File: src/hw/rtl/cfs_pkg.sv
package cfs_pkg;

  // Ring geometry.
  localparam int DEPTH  = 128;
  localparam int PTR_W  = $clog2(DEPTH);
  localparam int CNT_W  = $clog2(DEPTH + 1);

  // Field widths of the stream items.
  localparam int FUNC_W   = 2;
  localparam int DATA_W   = 32;
  localparam int STATUS_W = 2;
  localparam int SLOT_W   = 7;
  localparam int OUT_W    = ((DATA_W + SLOT_W + 7) / 8) * 8;

  typedef enum logic [FUNC_W-1:0] {
    FUNC_PUSH   = 2'd0,
    FUNC_POP    = 2'd1,
    FUNC_SEARCH = 2'd2,
    FUNC_NOP    = 2'd3
  } func_t;

  typedef enum logic [STATUS_W-1:0] {
    ST_DONE      = 2'd0,
    ST_OVERFLOW  = 2'd1,
    ST_UNDERFLOW = 2'd2,
    ST_NOTFOUND  = 2'd3
  } status_t;

  typedef enum logic [1:0] {
    S_IDLE,
    S_POP_WAIT,
    S_SEARCH
  } state_t;

  // Source of the result word.
  typedef enum logic [1:0] {
    VAL_ZERO,
    VAL_ONES,
    VAL_RDATA
  } val_sel_t;

  // Controller to datapath.
  typedef struct packed {
    logic     do_push;
    logic     do_pop;
    logic     start_scan;
    logic     scan;
    logic     load;
    status_t  ld_status;
    val_sel_t ld_val;
    logic     ld_slot;
  } cmd_t;

  // Datapath to controller.
  typedef struct packed {
    logic full;
    logic empty;
    logic hit;
    logic scan_end;
    logic out_busy;
  } sts_t;

  function automatic logic [PTR_W-1:0] next_slot(input logic [PTR_W-1:0] p);
    next_slot = (p == PTR_W'(DEPTH - 1)) ? '0 : p + 1'b1;
  endfunction

endpackage

File: src/hw/rtl/cfs_ctrl.sv
module cfs_ctrl
  import cfs_pkg::*;
(
  input  logic              clk,
  input  logic              rst,
  input  logic              in_valid,
  input  logic [FUNC_W-1:0] in_func,
  output logic              in_ready,
  input  sts_t              sts,
  output cmd_t              cmd
);

  state_t state, state_next;
  logic   accept;

  always_ff @(posedge clk) begin
    if (rst) begin
      state <= S_IDLE;
    end else begin
      state <= state_next;
    end
  end

  assign in_ready = (state == S_IDLE) && !sts.out_busy;
  assign accept   = in_valid && in_ready;

  always_comb begin
    state_next    = state;
    cmd           = '0;
    cmd.ld_status = ST_DONE;
    cmd.ld_val    = VAL_ZERO;
    unique case (state)
      S_IDLE: begin
        if (accept) begin
          unique case (func_t'(in_func))
            FUNC_PUSH: begin
              cmd.load = 1'b1;
              if (sts.full) begin
                cmd.ld_status = ST_OVERFLOW;
              end else begin
                cmd.do_push = 1'b1;
              end
            end
            FUNC_POP: begin
              if (sts.empty) begin
                cmd.load      = 1'b1;
                cmd.ld_status = ST_UNDERFLOW;
                cmd.ld_val    = VAL_ONES;
              end else begin
                cmd.do_pop = 1'b1;
                state_next = S_POP_WAIT;
              end
            end
            FUNC_SEARCH: begin
              if (sts.empty) begin
                cmd.load      = 1'b1;
                cmd.ld_status = ST_NOTFOUND;
              end else begin
                cmd.start_scan = 1'b1;
                state_next     = S_SEARCH;
              end
            end
            FUNC_NOP: begin
              cmd.load = 1'b1;
            end
            default: begin
              cmd.load = 1'b1;
            end
          endcase
        end
      end
      S_POP_WAIT: begin
        cmd.load   = 1'b1;
        cmd.ld_val = VAL_RDATA;
        state_next = S_IDLE;
      end
      S_SEARCH: begin
        cmd.scan = 1'b1;
        if (sts.hit) begin
          cmd.load    = 1'b1;
          cmd.ld_slot = 1'b1;
          state_next  = S_IDLE;
        end else if (sts.scan_end) begin
          cmd.load      = 1'b1;
          cmd.ld_status = ST_NOTFOUND;
          state_next    = S_IDLE;
        end
      end
      default: begin
        state_next = S_IDLE;
      end
    endcase
  end

endmodule

File: config.mk
export PLATFORM = sky130hd
export DESIGN_NAME = cfs_ctrl
export DESIGN_NICKNAME = d
export VERILOG_FILES = /design/src/hw/rtl/cfs_pkg.sv /design/src/hw/rtl/cfs_ctrl.sv
export SDC_FILE = /design/constraint.sdc
export NUM_CORES = 1
export LEC_CHECK = 0
export BUFFER_PORTS_ARGS = -buffer_cell sky130_fd_sc_hd__clkbuf_2
export CAP_MARGIN = 25
export CORE_AREA = 5 5 42 44
export CTS_BUF_LIST = sky130_fd_sc_hd__clkbuf_2 sky130_fd_sc_hd__clkbuf_4 sky130_fd_sc_hd__clkbuf_8
export CTS_CLUSTER_SIZE = 14
export DETAILED_ROUTE_END_ITERATION = 12
export DIE_AREA = 0 0 47 49
export GPL_ROUTABILITY_DRIVEN = 0
export MAX_ROUTING_LAYER = met4
export PLACE_DENSITY_LB_ADDON = 0.05
export SLEW_MARGIN = 20
export SYNTH_ARGS = -nofsm -noshare
export SYNTH_HDL_FRONTEND = slang
export SYNTH_SLANG_ARGS = --single-unit
File: constraint.sdc
create_clock -name clk -period 1.4 [get_ports clk]
set_input_delay 0.28 -clock clk [delete_from_list [all_inputs] [get_ports clk]]
set_output_delay 0.28 -clock clk [all_outputs]
set_load 0.02 [all_outputs]
==> results.py, run 1 <==
metrics = {
    "run_status": {
        "outcome": "finished, violations left",
        "violations": "negative setup slack",
    },
    "hold_path": {
        "hold_class": "primary input to register",
    },
    "timing": {
        "setup_viol": 8,
        "rsz0062_at_grt": "true",
        "timing.fmax_ghz": 0.612,
        "worst_slew_margin_rel_pct": 80.4,
        "post-route-period-util_pct": 117,
        "drv_slew": 0,
        "fin_skew_ns": 0.00697,
        "worstMarginPinSlew_ns": 0.294,
        "hold_slack_ns": 0.212,
        "timing.final.crit_period_ns": 1.63,
        "finalHoldViolations": 0,
        "fin_ws_ns": -0.234,
    },
    "grt": {
        "antenna_found_initial": 0,
        "grtUsageTotal_pct": 9.50,
        "grt_pass1_wl_microns": 1590,
        "grt_pass1_vias": 407,
        "grt_max_degree": 6,
        "overflow": 0,
    },
    "routing": {
        "wl_microns": 986,
        "vias": 359,
        "drt_pass1_iterations": 1,
        "routed_via_density": 4.43,
        "drt_first_iter_violations": 0,
        "ant_nets": 0,
        "drc": 0,
        "wl_per_cell_microns": 12.2,
    },
    "clock_tree": {
        "clk_path_buf_depth": 2,
        "cts_hold_buffers": 0,
        "path_clk_slew_ns": 0.03,
        "cts-htree-levels": 1,
        "cts_tree": "done",
        "clock_latency_ns": 0.23,
        "cts_root_buffer": "clkbuf_4",
        "cts_buffers": 3,
        "clock_sinks": 2,
    },
    "floorplan": {
        "start_util_pct": 17.9,
        "die_height_microns": 49,
        "num_rows": 14,
        "dieWidth_microns": 47,
        "io_pins": 21,
        "core-area_sq_um": 1400,
        "die-area_sq_um": 2300,
    },
    "cells_and_area": {
        "fillers": 150,
        "regMostFlops": "state",
        "finalNetCount": 81,
        "syn_to_final_growth_pct": 157,
        "diodes": 0,
        "drive_gt1_share_pct": 72.3,
        "largest_reg_flops": 2,
        "reg.largest.list": "state x2",
        "final_util_pct": 46.2,
    },
    "power_and_ir_drop": {
        "leakage_nw": 0.328,
        "finalPower_uw": 300,
        "peakVddDrop_mv": 0.286,
        "power_density_nw_per_um2": 464,
    },
    "critical_path": {
        "cp-endpoint": "cmd[4]",
        "worst-r2r-cell-count": 4,
        "critical_path_class": "register to output port",
        "crit_slowest_cell": "dfxtp_4",
        "ff2ff_setup_slack_ns": 0.15,
        "r2r_end": "state[1]$_SDFFE_PP0P_",
        "cp-start-kind": "register",
        "critPathLaunch": "state[0]$_SDFFE_PP0P_",
        "critPathArrivalTime_ns": 1.35,
        "cp_max_fo": 4,
        "critical_path_required_ns": 1.12,
        "end_kind": "output port",
        "r2r-start": "state[0]$_SDFFE_PP0P_",
        "path_cells": "buf_6 > nor3_4 > nand2_4 > o41ai_4 > buf_4",
        "slowest_delay_ns": 0.35,
    },
    "yosys": {
        "yosys.area.top_type": "ha_1",
        "synth_ff_type": "dfxtp_1",
        "netlist_area_sq_um": 251,
        "ys_async_sr_fraction_pct": 0,
        "synthCells": 33,
        "syn_nets": 47,
        "synth-seq-cells": 2,
        "synthTopCellsByCount": "4 x ha_1, 4 x inv_1",
        "yosys-top-cells-area": "ha_1 20%, dfxtp_1 16%, inv_1 6.0%",
        "synth_cell_type_count": 22,
        "synth.avg_cell_area_sq_um": 7.62,
        "ys_seq_area_share_pct": 15.9,
        "synth_edf_count": 0,
        "yosys_warnings": 0,
        "synth_top_area_share_pct": 19.9,
    },
    "place": {
        "place.port_buffers": 20,
        "dp_hpwl_microns": 816,
    },
    "flow_run": {
        "cap_viol_max_count": 0,
    },
}
-- metal layers --
metal  wire [microns]  vias to the layer above  track usage, %
met5                0                        -               -
met4                0                        0            2.76
met3               56                        0            3.32
met2              592                       12            16.3
met1              338                      165            9.78
li1                 -                      182               -
-- critical path, delay by kind of cell (launching register included) --
family                 cells  cell delay (ns)
AOI/OAI and AO/OA          1             0.20
and+or+nand+nor            2             0.28
DFF                        1             0.35
buffers and inverters      2             0.30
-- report_power, final --
part | internal, mW | switching [mW]
clock | 0.0948 | 0.0351
combinational | 0.0586 | 0.0558
sequential | 0.0546 | 0.00118
total | 0.208 | 0.0921
-- worst min-delay path by stage --
stage,cells past startpoint,start,endpoint
after floorplan,1,rst,state[1]$_SDFFE_PP0P_
final,2,rst,state[1]$_SDFFE_PP0P_
after detailed placement,2,rst,state[1]$_SDFFE_PP0P_
after global routing,2,rst,state[1]$_SDFFE_PP0P_
after global placement,2,rst,state[1]$_SDFFE_PP0P_
after CTS,2,rst,state[1]$_SDFFE_PP0P_
-- cell usage in the layout (no fill, tap or decap) --
master / instances
a21oi_1: 1
a21oi_2: 1
a22oi_1: 1
and2_1: 1
and2_4: 1
and2b_2: 1
and3_4: 2
buf_4: 8
buf_6: 5
buf_8: 3
clkbuf_2: 10
clkbuf_4: 3
clkbuf_8: 3
dfxtp_4: 2
ha_1: 4
inv_1: 4
nand2_4: 1
nand3_1: 1
nand3b_1: 1
nor2_1: 1
nor2b_1: 2
nor3_4: 1
nor3b_2: 1
nor4_1: 1
nor4b_4: 1
o21ai_2: 1
o31ai_4: 1
o41ai_4: 1
or2_2: 1
or3b_1: 1
-- cell type report --
cell class,count,area (sq um),share of cell area (%)
multi-input combinational,27,289,44.7
timing repair buffer,29,253,39.1
sequential,2,47.5,7.35
clock buffer,3,22.5,3.48
tap,16,20.0,3.09
inverter,4,15.0,2.32
-- per-stage QoR --
stage               instance area, sq um  cells  TNS (ns)  setup slack (ns)
detailed placement                   480     76    -0.343            -0.136
global placement                     480     76    -0.244           -0.0644
finish                               647     81     -1.32            -0.234
floorplan                            308     33   -0.0889           -0.0389
CTS                                  607     80     -1.51            -0.254
global route                         647     81     -2.00            -0.315
-- kinds of logic after synthesis --
group                    after synthesis  share of synthesized area, %
AND/OR/NAND/NOR                       17                          42.8
AO/OA/AOI/OAI                          6                          15.4
buffers and inverters                  4                          5.97
adder cells (fa/ha/maj)                4                          19.9
flip-flops                             2                          15.9
-- timing repair --
action / 4_1_cts / 5_1_grt
buffers inserted: 1 / 2
gates resized for setup: 25 / 14
endpoints found under the setup margin: 8 / 9
pin swaps: 6 / 4
gates cloned: 0 / 0
(Power assumes the default switching activity.)
==> run 2: changes to the inputs <==
Settings changed: CTS_BUF_LIST sky130_fd_sc_hd__clkbuf_2 sky130_fd_sc_hd__clkbuf_4 sky130_fd_sc_hd__clkbuf_8 to unset, SETUP_SLACK_MARGIN set to 0.5.
==> results.py, run 2 (synthesized netlist as in run 1, its figures left out) <==
metrics = {
    "cells_and_area": {
        "largest_reg_flops": 2,
        "seqCellArea_sq_um": 47.5,
        "fin_cells": 86,
        "reg.largest.list": "state x2",
        "final_util_pct": 49.8,
        "multi_input_area_sq_um": 295,
        "drive_gt1_share_pct": 78.6,
        "fillers": 147,
        "regMostFlops": "state",
        "final_common_cell": "buf_4",
        "syn_to_final_growth_pct": 178,
        "diodes": 0,
        "final_cell_mix": "12 x buf_4, 10 x clkbuf_2, 6 x clkbuf_8",
        "finalNetCount": 86,
    },
    "clock_tree": {
        "clock_sinks": 2,
        "cts-htree-levels": 1,
        "path_clk_slew_ns": 0.03,
        "cts_tree": "done",
        "cts_buffers": 3,
        "clk_path_buf_depth": 2,
        "clock_latency_ns": 0.23,
        "cts_hold_buffers": 0,
        "cts_root_buffer": "clkbuf_4",
    },
    "routing": {
        "ant_nets": 0,
        "met1_length_microns": 343,
        "drc": 0,
        "wl_per_cell_microns": 12.5,
        "drt_first_iter_violations": 9,
        "wl_met2_microns": 656,
        "routed.top_layer": "met3",
        "drt_pass1_iterations": 4,
        "wl_microns": 1080,
        "vias": 403,
        "routed_via_density": 4.69,
        "met3_length_microns": 77,
    },
    "timing": {
        "drv_slew": 0,
        "fin_skew_ns": 0.00676,
        "fin_ws_ns": -0.271,
        "timing.final.crit_period_ns": 1.67,
        "timing.fmax_ghz": 0.598,
        "worstMarginPinSlew_ns": 0.288,
        "rsz0062_at_grt": "true",
        "finalHoldViolations": 0,
        "worst_slew_margin_rel_pct": 80.8,
        "post-route-period-util_pct": 119,
        "setup_viol": 10,
        "tns_ns": -1.73,
    },
    "floorplan": {
        "core-area_sq_um": 1400,
        "dieWidth_microns": 47,
        "die-area_sq_um": 2300,
        "start_util_pct": 17.9,
        "io_pins": 21,
        "die_height_microns": 49,
        "num_rows": 14,
    },
    "place": {
        "place_ws_ns": -0.128,
        "dp_hpwl_microns": 847,
        "place.port_buffers": 20,
        "dp.cells": 78,
    },
    "run_status": {
        "violations": "negative setup slack",
        "outcome": "finished, violations left",
    },
    "critical_path": {
        "critPathArrivalTime_ns": 1.39,
        "path_cells": "buf_6 > and2b_2 > nand3b_1 > o41ai_4 > buf_4",
        "cp_max_fo": 4,
        "slowest_delay_ns": 0.35,
        "end_kind": "output port",
        "critical_path_required_ns": 1.12,
        "cp-start-kind": "register",
        "crit_slowest_cell": "dfxtp_4",
        "critical_path_class": "register to output port",
    },
    "grt": {
        "grtUsageTotal_pct": 11.1,
        "grt_pass1_wl_microns": 1790,
        "overflow": 0,
        "antenna_found_initial": 0,
        "grt_pass1_vias": 419,
        "grt_max_degree": 5,
    },
    "power_and_ir_drop": {
        "peakVddDrop_mv": 0.273,
        "leakage_nw": 0.355,
        "power_density_nw_per_um2": 428,
    },
    "hold_path": {
        "hold_class": "primary input to register",
    },
    "flow_run": {
        "cap_viol_max_count": 0,
    },
}
-- run 2: layout make-up --
type                       instances  area share, %
clock buffer                       3           3.23
sequential                         2           6.81
timing repair buffer              34           42.7
inverter                           4           2.15
tap                               16           2.87
multi-input combinational         27           42.3
-- run 2: per-layer routing --
metal	track usage [%]	vias to the layer above
li1	-	193
met1	10.5	191
met2	19.7	19
met3	3.69	0
met4	4.15	0
met5	-	-
-- run 2: report_power, final --
group | switching [mW] | internal, mW
sequential | 0.00106 | 0.0547
clock | 0.0320 | 0.0945
combinational | 0.0579 | 0.0587
total | 0.0910 | 0.208
-- run 2: timing repair --
item / CTS / global route
resized for setup: 28 / 7
setup endpoints to repair: 13 / 13
buffers inserted: 3 / 2
pin swaps: 2 / 0
endpoints found under the hold margin: 0 / 0
-- run 2: stage by stage --
step	total power [mW]	hold WS, ns	instance area, sq um
after CTS	0.303	0.212	672
after global routing	0.321	0.216	698
after detailed placement	0.160	0.451	514
after global placement	0.156	0.447	514
final	0.299	0.221	698
after floorplan	0.112	0.342	327
-- run 2: final timing paths --
path	startpoint	end	slack, ns	depth (start not counted)
max	state[1]$_SDFFE_PP0P_	cmd[4]	-0.27	5
min	rst	state[1]$_SDFFE_PP0P_	0.22	2
max reg2reg	state[0]$_SDFFE_PP0P_	state[1]$_SDFFE_PP0P_	0.11	6
min reg2reg	state[1]$_SDFFE_PP0P_	state[0]$_SDFFE_PP0P_	0.62	2
-- run 2: critical path, delay by kind of cell (launching register included) --
| family | cells | cell delay, ns |
|---|---|---|
| compound gates | 1 | 0.12 |
| buf+inv | 2 | 0.28 |
| flops | 1 | 0.35 |
| simple gates | 2 | 0.41 |
==> run 3: changes to the inputs <==
Settings changed: REMOVE_ABC_BUFFERS set to 1.
==> results.py, run 3 (synthesized netlist as in run 1, its figures left out) <==
metrics = {
    "place": {
        "place.port_buffers": 20,
        "place_area_sq_um": 447,
        "dp_hpwl_microns": 774,
    },
    "critical_path": {
        "cp-start-kind": "register",
        "critPathArrivalTime_ns": 1.39,
        "critPathLaunch": "state[1]$_SDFFE_PP0P_",
        "worst-r2r-cell-count": 5,
        "critical_path_required_ns": 1.12,
        "critical_path_class": "register to output port",
        "r2r-start": "state[1]$_SDFFE_PP0P_",
        "cp_max_fo": 4,
        "end_kind": "output port",
    },
    "floorplan": {
        "core-area_sq_um": 1400,
        "num_rows": 14,
        "dieWidth_microns": 47,
        "start_util_pct": 17.9,
        "die-area_sq_um": 2300,
        "io_pins": 21,
        "die_height_microns": 49,
    },
    "clock_tree": {
        "clock_sinks": 2,
        "path_clk_slew_ns": 0.03,
        "clock_latency_ns": 0.24,
        "cts_buffers": 3,
        "cts_hold_buffers": 0,
        "cts_tree": "done",
        "cts-htree-levels": 1,
        "clk_path_buf_depth": 2,
        "cts_root_buffer": "clkbuf_4",
    },
    "power_and_ir_drop": {
        "leakage_nw": 0.324,
        "peakVddDrop_mv": 0.192,
        "power_density_nw_per_um2": 482,
    },
    "grt": {
        "grt_pass1_vias": 455,
        "antenna_found_initial": 0,
        "grtUsageTotal_pct": 10.9,
        "overflow": 0,
        "grt_max_degree": 5,
        "grt_pass1_wl_microns": 1740,
    },
    "flow_run": {
        "cap_viol_max_count": 0,
    },
    "timing": {
        "worst_slew_margin_rel_pct": 84.2,
        "rsz0062_at_grt": "true",
        "timing.fmax_ghz": 0.598,
        "fin_ws_ns": -0.272,
        "timing.final.crit_period_ns": 1.67,
        "setup_viol": 10,
        "post-route-period-util_pct": 119,
        "fin_skew_ns": 0.0109,
        "finalHoldViolations": 0,
        "worstMarginPinSlew_ns": 0.235,
        "tns_ns": -2.29,
        "drv_slew": 0,
    },
    "routing": {
        "met1_length_microns": 333,
        "drc": 0,
        "drt_pass1_iterations": 3,
        "drt_first_iter_violations": 1,
        "routed_via_density": 4.51,
        "ant_nets": 0,
        "wl_per_cell_microns": 12.1,
        "routed.top_layer": "met4",
        "wl_met2_microns": 588,
        "vias": 379,
        "wl_microns": 1020,
        "met3_length_microns": 68,
    },
    "cells_and_area": {
        "drive_gt1_share_pct": 75.0,
        "reg.largest.list": "state x2",
        "final_cell_mix": "9 x clkbuf_2, 9 x buf_4, 5 x clkbuf_4",
        "diodes": 0,
        "regMostFlops": "state",
        "largest_reg_flops": 2,
        "finalNetCount": 84,
        "syn_to_final_growth_pct": 150,
        "fin_area_sq_um": 628,
    },
    "run_status": {
        "violations": "negative setup slack",
        "outcome": "finished, violations left",
    },
    "hold_path": {
        "hold_class": "primary input to register",
        "hold_path_depth": 2,
        "hp-start": "rst",
    },
}
==> run 3: layout make-up <==
| type | instances | area, sq um |
|---|---|---|
| Fill cell | 146 | 773 |
| Timing Repair Buffer | 32 | 270 |
| Sequential cell | 2 | 42.5 |
| Tap cell | 16 | 20.0 |
| Multi-Input combinational cell | 27 | 258 |
| Clock buffer | 3 | 22.5 |
| Inverter | 4 | 15.0 |
==> run 3: where the power goes <==
| part | switching, mW | internal, mW |
|---|---|---|
| Combinational | 0.0496 | 0.0546 |
| Sequential | 0.000526 | 0.0581 |
| Clock | 0.0445 | 0.0954 |
| Total | 0.0947 | 0.208 |
==> run 3: per-stage QoR <==
step | hold WS, ns | setup slack, ns | std cells | power [mW] | util [%]
2_1_floorplan | 0.349 | -0.781 | 33 | 0.0950 | -
3_3_place_gp | 0.455 | -0.148 | 79 | 0.138 | 31.9
3_5_place_dp | 0.461 | -0.140 | 79 | 0.139 | 31.9
4_1_cts | 0.209 | -0.286 | 84 | 0.306 | 43.2
5_1_grt | 0.219 | -0.356 | 84 | 0.326 | 44.8
6_report | 0.217 | -0.272 | 84 | 0.303 | 44.8
==> run 3: worst max-delay path, cell delays in order, from the launching register on <==
cell and delay [ns]:
dfxtp_2 0.32, buf_6 0.12, buf_6 0.10, and2b_2 0.21
buf_4 0.14, and2_4 0.15, buf_8 0.12
==> run 3: routing by layer <==
layer,vias to the layer above,global-route usage [%]
met5,-,-
li1,188,-
met3,4,1.48
met2,16,17.6
met4,0,9.68
met1,171,10.7
==> run 3: what timing repair did <==
item	in CTS	in global routing
endpoints found under the setup margin	13	13
setup buffers	2	0
cloned	0	0
gates resized for setup	29	13
pin swaps	7	1
==> run 3: worst paths after layout <==
path	to	slack (ns)
worst max-delay path	cmd[0]	-0.27
worst min-delay path	state[1]$_SDFFE_PP0P_	0.22
worst max register to register	state[1]$_SDFFE_PP0P_	0.13
worst min register to register	state[0]$_SDFFE_PP0P_	0.66
